## src/hw/rtl/tsb_pkg.sv

```systemverilog
// Package for the timer slot bank: bank size, command codes, and the
// structs that travel between the top level and the slot cells.
// No dependencies.
package tsb_pkg;

  localparam int SLOTS       = 8;
  localparam int MAX_RESULTS = 8;

  localparam int SLOT_W = (SLOTS > 1) ? $clog2(SLOTS) : 1;
  // cell ids must also cover the full 3-bit slot field of an unregister
  localparam int ID_W   = (SLOT_W > 3) ? SLOT_W : 3;
  localparam int N_W    = $clog2(MAX_RESULTS + 1);

  localparam logic [2:0] MODE_REGISTER   = 3'd0;
  localparam logic [2:0] MODE_UNREGISTER = 3'd1;
  localparam logic [2:0] MODE_CLEAR      = 3'd2;
  localparam logic [2:0] MODE_TICK       = 3'd3;
  localparam logic [2:0] MODE_PROCESS    = 3'd4;

  // command broadcast to every cell
  typedef struct packed {
    logic            reg_en;
    logic            unreg_en;
    logic            clear_en;
    logic            tick_en;
    logic            kill;
    logic            single;
    logic [31:0]     period;
    logic [ID_W-1:0] slot;
  } tsb_cmd_t;

  // expiry report handed up the chain from the token cell
  typedef struct packed {
    logic       emit;
    logic       last;
    logic [2:0] id;
  } tsb_hit_t;

endpackage

```

## src/hw/rtl/tsb_cell.sv

```systemverilog
// One timer slot: active flag, count, period and one-shot flag, plus the
// neighbor links for allocation, the process scan token and expiry lookahead.
// Depends on tsb_pkg.
module tsb_cell (
  input  logic                    clk,
  input  logic                    rst_n,
  input  logic [tsb_pkg::ID_W-1:0] cell_id,
  input  tsb_pkg::tsb_cmd_t       cmd,
  // allocation chain, low slot to high slot
  input  logic                    free_in,
  output logic                    free_out,
  input  logic [tsb_pkg::ID_W-1:0] fid_in,
  output logic [tsb_pkg::ID_W-1:0] fid_out,
  // scan token, low slot to high slot
  input  logic                    tok_in,
  output logic                    tok_out,
  // expiry lookahead, high slot to low slot
  input  logic                    later_in,
  output logic                    later_out,
  // report chain, low slot to high slot
  input  tsb_pkg::tsb_hit_t       hit_in,
  output tsb_pkg::tsb_hit_t       hit_out
);
  import tsb_pkg::*;

  logic        active_r, active_nxt;
  logic        tok_r;
  logic        single_r;
  logic [31:0] count_r, count_nxt;
  logic [31:0] period_r;
  logic        expired;
  logic        claim;
  logic        emit;

  assign expired   = active_r && (count_r >= period_r);
  assign claim     = cmd.reg_en && !active_r && !free_in;
  assign emit      = tok_r && expired;

  assign free_out  = free_in || !active_r;
  assign fid_out   = (!free_in && !active_r) ? cell_id : fid_in;
  assign tok_out   = tok_r;
  assign later_out = later_in || expired;

  always_comb begin
    hit_out = hit_in;
    if (emit) begin
      hit_out.emit = 1'b1;
      hit_out.last = !later_in;
      hit_out.id   = cell_id[2:0];
    end
  end

  always_comb begin
    active_nxt = active_r;
    count_nxt  = count_r;
    if (claim) begin
      active_nxt = 1'b1;
      count_nxt  = '0;
    end
    if (cmd.unreg_en && (cmd.slot == cell_id)) begin
      active_nxt = 1'b0;
    end
    if (cmd.clear_en) begin
      active_nxt = 1'b0;
    end
    if (cmd.tick_en && active_r && (count_r != '1)) begin
      count_nxt = count_r + 32'd1;
    end
    if (emit) begin
      count_nxt = '0;
      if (single_r) active_nxt = 1'b0;
    end
  end

  always_ff @(posedge clk) begin
    if (!rst_n) begin
      active_r <= 1'b0;
      tok_r    <= 1'b0;
    end else begin
      active_r <= active_nxt;
      tok_r    <= tok_in && !cmd.kill;
    end
  end

  always_ff @(posedge clk) begin
    count_r <= count_nxt;
    if (claim) begin
      period_r <= cmd.period;
      single_r <= cmd.single;
    end
  end

endmodule

```

## src/hw/rtl/timer_slot_bank.sv

```systemverilog
// Timer slot bank top level: command decode, result register and the
// process scan control around a chain of tsb_cell slots.
// Depends on tsb_pkg and tsb_cell.
//
// Usage:
//   A request is taken at a clock edge with start high and busy low. in_mode
//   selects register, unregister, clear, tick or process; in_period and
//   in_single go with register, in_slot with unregister.
//   Register and unregister give one result, on out_* with out_valid high
//   for one cycle, in the cycle after the request. Clear and tick give no
//   result and busy stays low, so a request may follow in the next cycle.
//   Process raises busy and passes a scan token along the slots, one slot
//   per cycle, lowest first, each expired slot reported in the cycle after
//   the token visits it. The scan stops after the final report, marked by
//   out_last; busy falls in the same cycle as that report, or as the token
//   leaves the top slot.
//   Results cannot be held off; there is no output backpressure.
//   Reset frees every slot and aborts a scan; slot contents are not cleared.
module timer_slot_bank (
  input  logic       clk,
  input  logic       rst_n,
  input  logic       start,
  output logic       busy,
  input  logic [2:0] in_mode,
  input  logic [31:0] in_period,
  input  logic       in_single,
  input  logic [2:0] in_slot,
  output logic       out_valid,
  output logic [2:0] out_slot_id,
  output logic       out_status,
  output logic       out_fired,
  output logic       out_last
);
  import tsb_pkg::*;

  logic            accept;
  logic            proc_start;
  tsb_cmd_t        cmd;
  logic            busy_r, busy_nxt;
  logic [N_W-1:0]  n_r, n_nxt;
  logic            cap;
  logic            hit_last;
  logic            full;
  logic            unreg_bad;
  logic            out_valid_r;
  logic [2:0]      out_slot_id_r;
  logic            out_status_r, out_fired_r, out_last_r;
  logic [SLOTS-1:0] tok_vec;

  logic            free_c  [SLOTS+1];
  logic [ID_W-1:0] fid_c   [SLOTS+1];
  logic            tok_c   [SLOTS+1];
  logic            later_c [SLOTS+1];
  tsb_hit_t        hit_c   [SLOTS+1];

  assign accept     = start && !busy_r;
  assign proc_start = accept && (in_mode == MODE_PROCESS);

  assign cap      = (n_r == N_W'(MAX_RESULTS - 1));
  assign hit_last = hit_c[SLOTS].last || cap;

  always_comb begin
    cmd          = '0;
    cmd.reg_en   = accept && (in_mode == MODE_REGISTER);
    cmd.unreg_en = accept && (in_mode == MODE_UNREGISTER);
    cmd.clear_en = accept && (in_mode == MODE_CLEAR);
    cmd.tick_en  = accept && (in_mode == MODE_TICK);
    cmd.kill     = hit_c[SLOTS].emit && hit_last;
    cmd.single   = in_single;
    cmd.period   = in_period;
    cmd.slot     = ID_W'(in_slot);
  end

  assign free_c[0]      = 1'b0;
  assign fid_c[0]       = '0;
  assign tok_c[0]       = proc_start;
  assign later_c[SLOTS] = 1'b0;
  assign hit_c[0]       = '0;

  genvar g;
  generate
    for (g = 0; g < SLOTS; g++) begin : g_cell
      tsb_cell u_cell (
        .clk       (clk),
        .rst_n     (rst_n),
        .cell_id   (ID_W'(g)),
        .cmd       (cmd),
        .free_in   (free_c[g]),
        .free_out  (free_c[g+1]),
        .fid_in    (fid_c[g]),
        .fid_out   (fid_c[g+1]),
        .tok_in    (tok_c[g]),
        .tok_out   (tok_c[g+1]),
        .later_in  (later_c[g+1]),
        .later_out (later_c[g]),
        .hit_in    (hit_c[g]),
        .hit_out   (hit_c[g+1])
      );
      assign tok_vec[g] = tok_c[g+1];
    end
  endgenerate

  assign full      = !free_c[SLOTS];
  assign unreg_bad = (32'(in_slot) >= 32'(SLOTS));

  always_comb begin
    busy_nxt = busy_r;
    n_nxt    = n_r;
    if (proc_start) begin
      busy_nxt = 1'b1;
      n_nxt    = '0;
    end else begin
      if (tok_vec[SLOTS-1] || cmd.kill) busy_nxt = 1'b0;
      if (hit_c[SLOTS].emit) n_nxt = n_r + N_W'(1);
    end
  end

  always_ff @(posedge clk) begin
    if (!rst_n) begin
      busy_r      <= 1'b0;
      n_r         <= '0;
      out_valid_r <= 1'b0;
    end else begin
      busy_r      <= busy_nxt;
      n_r         <= n_nxt;
      out_valid_r <= cmd.reg_en || cmd.unreg_en || hit_c[SLOTS].emit;
    end
  end

  always_ff @(posedge clk) begin
    if (cmd.reg_en) begin
      out_slot_id_r <= full ? 3'd0 : fid_c[SLOTS][2:0];
      out_status_r  <= full;
      out_fired_r   <= 1'b0;
      out_last_r    <= 1'b1;
    end else if (cmd.unreg_en) begin
      out_slot_id_r <= in_slot;
      out_status_r  <= unreg_bad;
      out_fired_r   <= 1'b0;
      out_last_r    <= 1'b1;
    end else begin
      out_slot_id_r <= hit_c[SLOTS].id;
      out_status_r  <= 1'b0;
      out_fired_r   <= 1'b1;
      out_last_r    <= hit_last;
    end
  end

  assign busy        = busy_r;
  assign out_valid   = out_valid_r;
  assign out_slot_id = out_slot_id_r;
  assign out_status  = out_status_r;
  assign out_fired   = out_fired_r;
  assign out_last    = out_last_r;

`ifndef NO_ASSERTIONS
  // a scan is running exactly while one token sits in the chain
  a_busy_tok : assert property (@(posedge clk) disable iff (!rst_n)
    busy_r == (|tok_vec))
    else $error("busy flag and scan token disagree");

  a_tok_one : assert property (@(posedge clk) disable iff (!rst_n)
    $onehot0(tok_vec))
    else $error("more than one scan token");

  // expiry reports only come out of a scan
  a_fired_scan : assert property (@(posedge clk) disable iff (!rst_n)
    out_valid_r && out_fired_r |-> $past(busy_r))
    else $error("expiry report outside a process scan");

  // the final report ends the scan
  a_last_ends : assert property (@(posedge clk) disable iff (!rst_n)
    out_valid_r && out_fired_r && out_last_r |-> !busy_r)
    else $error("scan continues after final report");
`endif

endmodule

```

## config.mk

```make
export PLATFORM = sky130hd
export DESIGN_NAME = timer_slot_bank
export DESIGN_NICKNAME = d
export VERILOG_FILES = /design/src/hw/rtl/tsb_pkg.sv /design/src/hw/rtl/tsb_cell.sv /design/src/hw/rtl/timer_slot_bank.sv
export SDC_FILE = /design/constraint.sdc
export NUM_CORES = 1
export LEC_CHECK = 0
export BUFFER_PORTS_ARGS = -buffer_cell sky130_fd_sc_hd__buf_2
export CORE_MARGIN = 4
export CORE_UTILIZATION = 64
export CTS_CLUSTER_SIZE = 16
export DETAILED_ROUTE_END_ITERATION = 12
export PLACE_DENSITY = 0.82
export SLEW_MARGIN = 20
export SYNTH_ARGS = -nofsm -noshare
export SYNTH_HDL_FRONTEND = slang
export SYNTH_HIERARCHICAL = 1
export SYNTH_SLANG_ARGS = --single-unit
```

## constraint.sdc

```tcl
create_clock -name clk -period 6.3 [get_ports clk]
set_input_delay 1.26 -clock clk [delete_from_list [all_inputs] [get_ports clk]]
set_output_delay 1.26 -clock clk [all_outputs]
set_load 0.005 [all_outputs]
```

==> flow_metrics.env, run 1 <==
export IMPL_outcome="completed"
export IMPL_multi_input_area_sq_um=15400
export IMPL_n_fill_cell=3267
export IMPL_relSlewSlack_pct=39.2
export IMPL_setup_violations=0
export IMPL_firstDrtPassIters=5
export IMPL_p_per_area_nw_per_um2=230
export IMPL_grt_pass1_vias=24560
export IMPL_num_vias=25578
export IMPL_dp_cells=3861
export IMPL_synth_warnings=6
export IMPL_final_nets=3620
export IMPL_cp_required_ps=6810
export IMPL_syn_area_sq_um=30300
export IMPL_fmax_mhz=199
export IMPL_finalSetupTns_ps=0
export IMPL_maxSlewViolCount=0
export IMPL_grt_pass1_wl_um=129000
export IMPL_clk_latency_ps=620
export IMPL_grt_max_degree=40
export IMPL_worstPathMaxFanout=8
export IMPL_post_drt_via_cell_ratio=6.44
export IMPL_dp_hpwl_um=55200
export IMPL_drive_gt1_share_pct=10.8
export IMPL_clk_pin_slew_ps=60
export IMPL_clock_skew_ps=30.9
export IMPL_ctsLongestPathBuffers=3
export IMPL_gr_total_overflow=0
export IMPL_rsz0062_at_grt="no"
export IMPL_die_height_um=226
export IMPL_wl_per_cell_um=20.7
export IMPL_max_stage_delay_ps=420
export IMPL_dieWidth_um=226
export IMPL_htreeDepth=2
export IMPL_irDropWorstVdd_uv=291
export IMPL_grt_total_usage_pct=31.7
export IMPL_drv_cap=0
export IMPL_endpoint_kind="register"
export IMPL_pin_count=50
export IMPL_core_area_sq_um=46700
export IMPL_crit_type="reg -> reg"
export IMPL_drt_iter0_markers=2610
export IMPL_tightest_slew_ps=905
export IMPL_cts_buffers=57
export IMPL_start_util_pct=65.0
export IMPL_start_kind="register"
export IMPL_syn_inst=3180
export IMPL_whs_ps=432
export IMPL_post_cts_buffers=0
export IMPL_crit_top_cell="inv_1"
export IMPL_rows=79
export IMPL_mostFrequentLayoutCell="nand2_1"
export IMPL_ff_latch_area_sq_um=13600
export IMPL_drc=0
export IMPL_hold_viol=0
export IMPL_clkSinkCount=548
export IMPL_hold_path_depth=1
export IMPL_dieArea_sq_um=50900
export IMPL_reg2regPathDepth=32
export IMPL_port_buffer_count=49
export IMPL_leakagePower_uw=0.0136
export IMPL_antenna_found_initial=5
export IMPL_hold_buffers=0
export IMPL_fin_cells=3970
export IMPL_gp_congestion=0.917
export IMPL_drt_total_wl_um=82300
export IMPL_min_path_type="reg -> reg"
export IMPL_timing_final_crit_share_pct=79.8
export IMPL_final_cell_mix="nand2_1, dfxtp_1, inv_1"
export IMPL_cts_tree="yes"
export IMPL_ctsResizeCount=0
export IMPL_cts_root_buf="clkbuf_16"
export IMPL_ant_nets=0
export IMPL_cp_slowest_cell="dfxtp_1"
export IMPL_areaGrowthSynthToFinish_pct=10.7
export IMPL_p_total_uw=7710
export IMPL_min_period_ps=5030
export IMPL_avgSynthCellArea_sq_um=9.54
export IMPL_arrival_ps=5540
stage by stage:
stage / utilization [%] / instance area, sq um / setup WS (ps)
after global routing: 72.0 / 33600 / 738
after global placement: 67.4 / 31500 / 1540
after CTS: 72.0 / 33600 / 1310
final: 72.0 / 33600 / 1270
after detailed placement: 67.4 / 31500 / 1370
after floorplan: - / 30600 / 1710
final timing paths:
path                                                   from                         to  slack [ps]
worst max-delay path            g_cell[7].u_cell/count_r[0]   g_cell[1].u_cell/tok_out        1270
worst min-delay path              g_cell[4].u_cell/single_r  g_cell[4].u_cell/active_r         430
worst max register to register  g_cell[7].u_cell/count_r[0]   g_cell[1].u_cell/tok_out        1270
worst min register to register    g_cell[4].u_cell/single_r  g_cell[4].u_cell/active_r         430
flip-flops by register name, summed over array words and instances, names as in the netlist:
signal / flops
busy: 1
n_r: 4
out_last: 1
g_cell.u_cell/period_r: 256
g_cell.u_cell/count_r: 256
out_slot_id: 3
g_cell.u_cell/single_r: 8
g_cell.u_cell/tok_out: 8
g_cell.u_cell/active_r: 8
out_valid: 1
out_fired: 1
out_status: 1
report_power, final:
group	total [uW]	internal [uW]	switching, uW
clock	3780	2340	1440
sequential	3740	3740	4.71
combinational	191	53.3	138
worst max-delay path, delay by kind of cell (launching register included):
family | cells | cell delay (ps)
fa+ha+maj | 1 | 290
flops | 1 | 420
simple gates | 8 | 1230
mux | 7 | 1000
compound gates | 8 | 1420
buf+inv | 8 | 550
per-layer routing:
metal | routed length [um] | part of all wire (%) | global-route usage (%) | vias up
met1 | 31800 | 39 | 41.8 | 12119
met2 | 38300 | 46 | 52.0 | 1374
met3 | 8910 | 11 | 6.25 | 261
met4 | 3290 | 4.0 | 12.3 | 2
li1 | - | - | - | 11822
met5 | 13 | 0.016 | 0 | -
cell type report:
class	count	share of cell area (%)
Timing Repair Buffer	92	1.73
Antenna cell	2	0.0149
Clock buffer	74	4.81
Inverter	285	3.19
Multi-Input combinational cell	2329	46.0
Clock inverter	33	1.51
Sequential cell	548	40.5
Tap cell	607	2.26
Power figures use the tool's default switching activity.
==> run 2: changes to the inputs <==
clock period = 4.8 ns   (was 6.3 ns; I/O delays follow)
==> run 2 against run 1 <==
Net effect: first-iteration DRC count rose by 11%; critical path type unchanged; combinational power rose by 37%; core utilization rose by 1.3 points; sequential power up 31%; power up 30%; largest cell class unchanged; die area stayed put; clock skew about the same; register-to-register slack got worse by 1100 ps; clock-buffer cell count fell by 11; global-route usage rose by 0.69 points.
==> flow_metrics.env, run 2 (synthesis gave the netlist of run 1 again) <==
export IMPL_outcome="completed"
export IMPL_cp_slowest_cell="edfxtp_1"
export IMPL_gp_congestion=0.958
export IMPL_final_cell_mix="nand2_1, inv_1, dfxtp_1"
export IMPL_hold_viol=0
export IMPL_holdCritStartpoint="g_cell[4].u_cell/single_r"
export IMPL_fmax_mhz=216
export IMPL_wl_met3_um=8960
export IMPL_min_path_type="reg -> reg"
export IMPL_met2_length_um=39400
export IMPL_maxSlewViolCount=0
export IMPL_grt_pass1_wl_um=131000
export IMPL_num_vias=26006
export IMPL_relSlewSlack_pct=40.9
export IMPL_max_stage_delay_ps=390
export IMPL_fin_cells=4036
export IMPL_endpoint_kind="register"
export IMPL_worst_slack_ps=166
export IMPL_ant_nets=0
export IMPL_cts_buffers=56
export IMPL_reg2regPathDepth=32
export IMPL_hold_buffers=0
export IMPL_start_kind="register"
export IMPL_tightest_slew_ps=879
export IMPL_p_per_area_nw_per_um2=293
export IMPL_final_nets=3679
export IMPL_dp_hpwl_um=57400
export IMPL_n_fill_cell=3163
export IMPL_mostFrequentLayoutCell="nand2_1"
export IMPL_dp_cells=3918
export IMPL_htreeDepth=2
export IMPL_ctsLongestPathBuffers=3
export IMPL_grt_total_usage_pct=32.4
export IMPL_arrival_ps=5130
export IMPL_rows=79
export IMPL_r2r_end="g_cell[1].u_cell/tok_out"
export IMPL_clkSinkCount=548
export IMPL_port_buffer_count=49
export IMPL_antenna_found_initial=17
export IMPL_grt_max_degree=39
export IMPL_dpl_cell_area_sq_um=31900
export IMPL_dieArea_sq_um=50900
export IMPL_stdcell_area_sq_um=34200
export IMPL_clk_latency_ps=620
export IMPL_r2r_start="g_cell[7].u_cell/period_r[24]"
export IMPL_p_total_uw=10000
export IMPL_wl_per_cell_um=21.0
export IMPL_clock_skew_ps=30.8
export IMPL_cts_tree="yes"
export IMPL_areaGrowthSynthToFinish_pct=12.8
export IMPL_min_period_ps=4630
export IMPL_worstPathMaxFanout=8
export IMPL_hold_path_depth=1
export IMPL_setup_violations=0
export IMPL_drt_total_wl_um=84800
export IMPL_drc=0
export IMPL_timing_final_crit_share_pct=96.5
export IMPL_cts_root_buf="clkbuf_16"
export IMPL_core_area_sq_um=46700
export IMPL_hold_path_endpoint="g_cell[4].u_cell/active_r"
export IMPL_rsz0062_at_grt="yes"
export IMPL_drive_gt1_share_pct=13.3
export IMPL_cp_required_ps=5290
export IMPL_crit_type="reg -> reg"
export IMPL_finalSetupTns_ps=0
export IMPL_ff_latch_area_sq_um=13600
export IMPL_multi_input_area_sq_um=15600
export IMPL_top_regs="g_cell.u_cell/count_r: 256 flops, g_cell.u_cell/period_r: 256 flops"
export IMPL_drt_iter0_markers=2886
export IMPL_pin_count=50
export IMPL_gr_total_overflow=0
export IMPL_clk_pin_slew_ps=70
export IMPL_grt_pass1_vias=25396
export IMPL_leakagePower_uw=0.0140
export IMPL_wl_met1_um=31900
export IMPL_die_height_um=226
export IMPL_r2r_setup_slack_ps=170
export IMPL_irDropWorstVdd_uv=335
export IMPL_dieWidth_um=226
export IMPL_drv_cap=0
export IMPL_crit_top_cell="inv_1"
export IMPL_pre_cts_slack_ps=2.24
export IMPL_topRoutingLayerUsed="met5"
export IMPL_firstDrtPassIters=7
export IMPL_post_drt_via_cell_ratio=6.44
export IMPL_start_util_pct=65.0
==> run 2: how the worst max path moves through the flow <==
stage | start | to | slack (ps) | depth (start not counted)
2_1_floorplan | g_cell[0].u_cell/count_r[0] | g_cell[0].u_cell/tok_out | 210 | 21
3_3_place_gp | g_cell[7].u_cell/period_r[1] | g_cell[2].u_cell/tok_out | 130 | 32
3_5_place_dp | g_cell[7].u_cell/period_r[31] | g_cell[4].u_cell/tok_out | 2 | 32
4_1_cts | g_cell[6].u_cell/period_r[25] | g_cell[1].u_cell/tok_out | 10 | 31
5_1_grt | g_cell[7].u_cell/period_r[27] | g_cell[7].u_cell/tok_out | -130 | 32
6_report | g_cell[7].u_cell/period_r[24] | g_cell[1].u_cell/tok_out | 170 | 32
==> run 2: repair_timing <==
| item | in CTS | in global routing |
|---|---|---|
| setup endpoints to repair | 8 | 12 |
| hold endpoints to repair | 0 | 0 |
| resized for setup | 3 | 48 |
| setup buffers | 0 | 3 |
| pin swaps | 1 | 15 |
==> run 2: worst max-delay path, delay by kind of cell, from the launching register on <==
kind            cells  cell delay, ps
flops               1             390
compound gates      7            1040
fa+ha+maj           1             230
buf+inv             8             550
mux                 7            1010
simple gates        9            1270
==> run 2: per-layer routing <==
metal	up-vias	global-route usage [%]
li1	11981	-
met1	12353	40.5
met2	1366	52.6
met3	304	7.47
met4	2	17.1
met5	-	0
==> run 2: where the power goes <==
part / total (uW) / internal (uW) / switching, uW
Clock: 4860 / 2950 / 1910
Combinational: 262 / 75.0 / 187
Sequential: 4910 / 4900 / 6.37
Total: 10000 / 7930 / 2100
==> run 2: layout make-up <==
cell class                      count  area share, %
Multi-Input combinational cell   2329           45.6
Antenna cell                       10         0.0732
Clock inverter                     42           1.81
Inverter                          285           3.13
Sequential cell                   548           39.8
Clock buffer                       63           4.17
Tap cell                          607           2.22
Timing Repair Buffer              152           3.17
==> run 2: through the flow <==
| stage | util (%) | hold WS (ps) |
|---|---|---|
| floorplan | - | 398 |
| global placement | 68.5 | 410 |
| detailed placement | 68.5 | 418 |
| CTS | 72.8 | 432 |
| global route | 73.3 | 442 |
| finish | 73.3 | 433 |
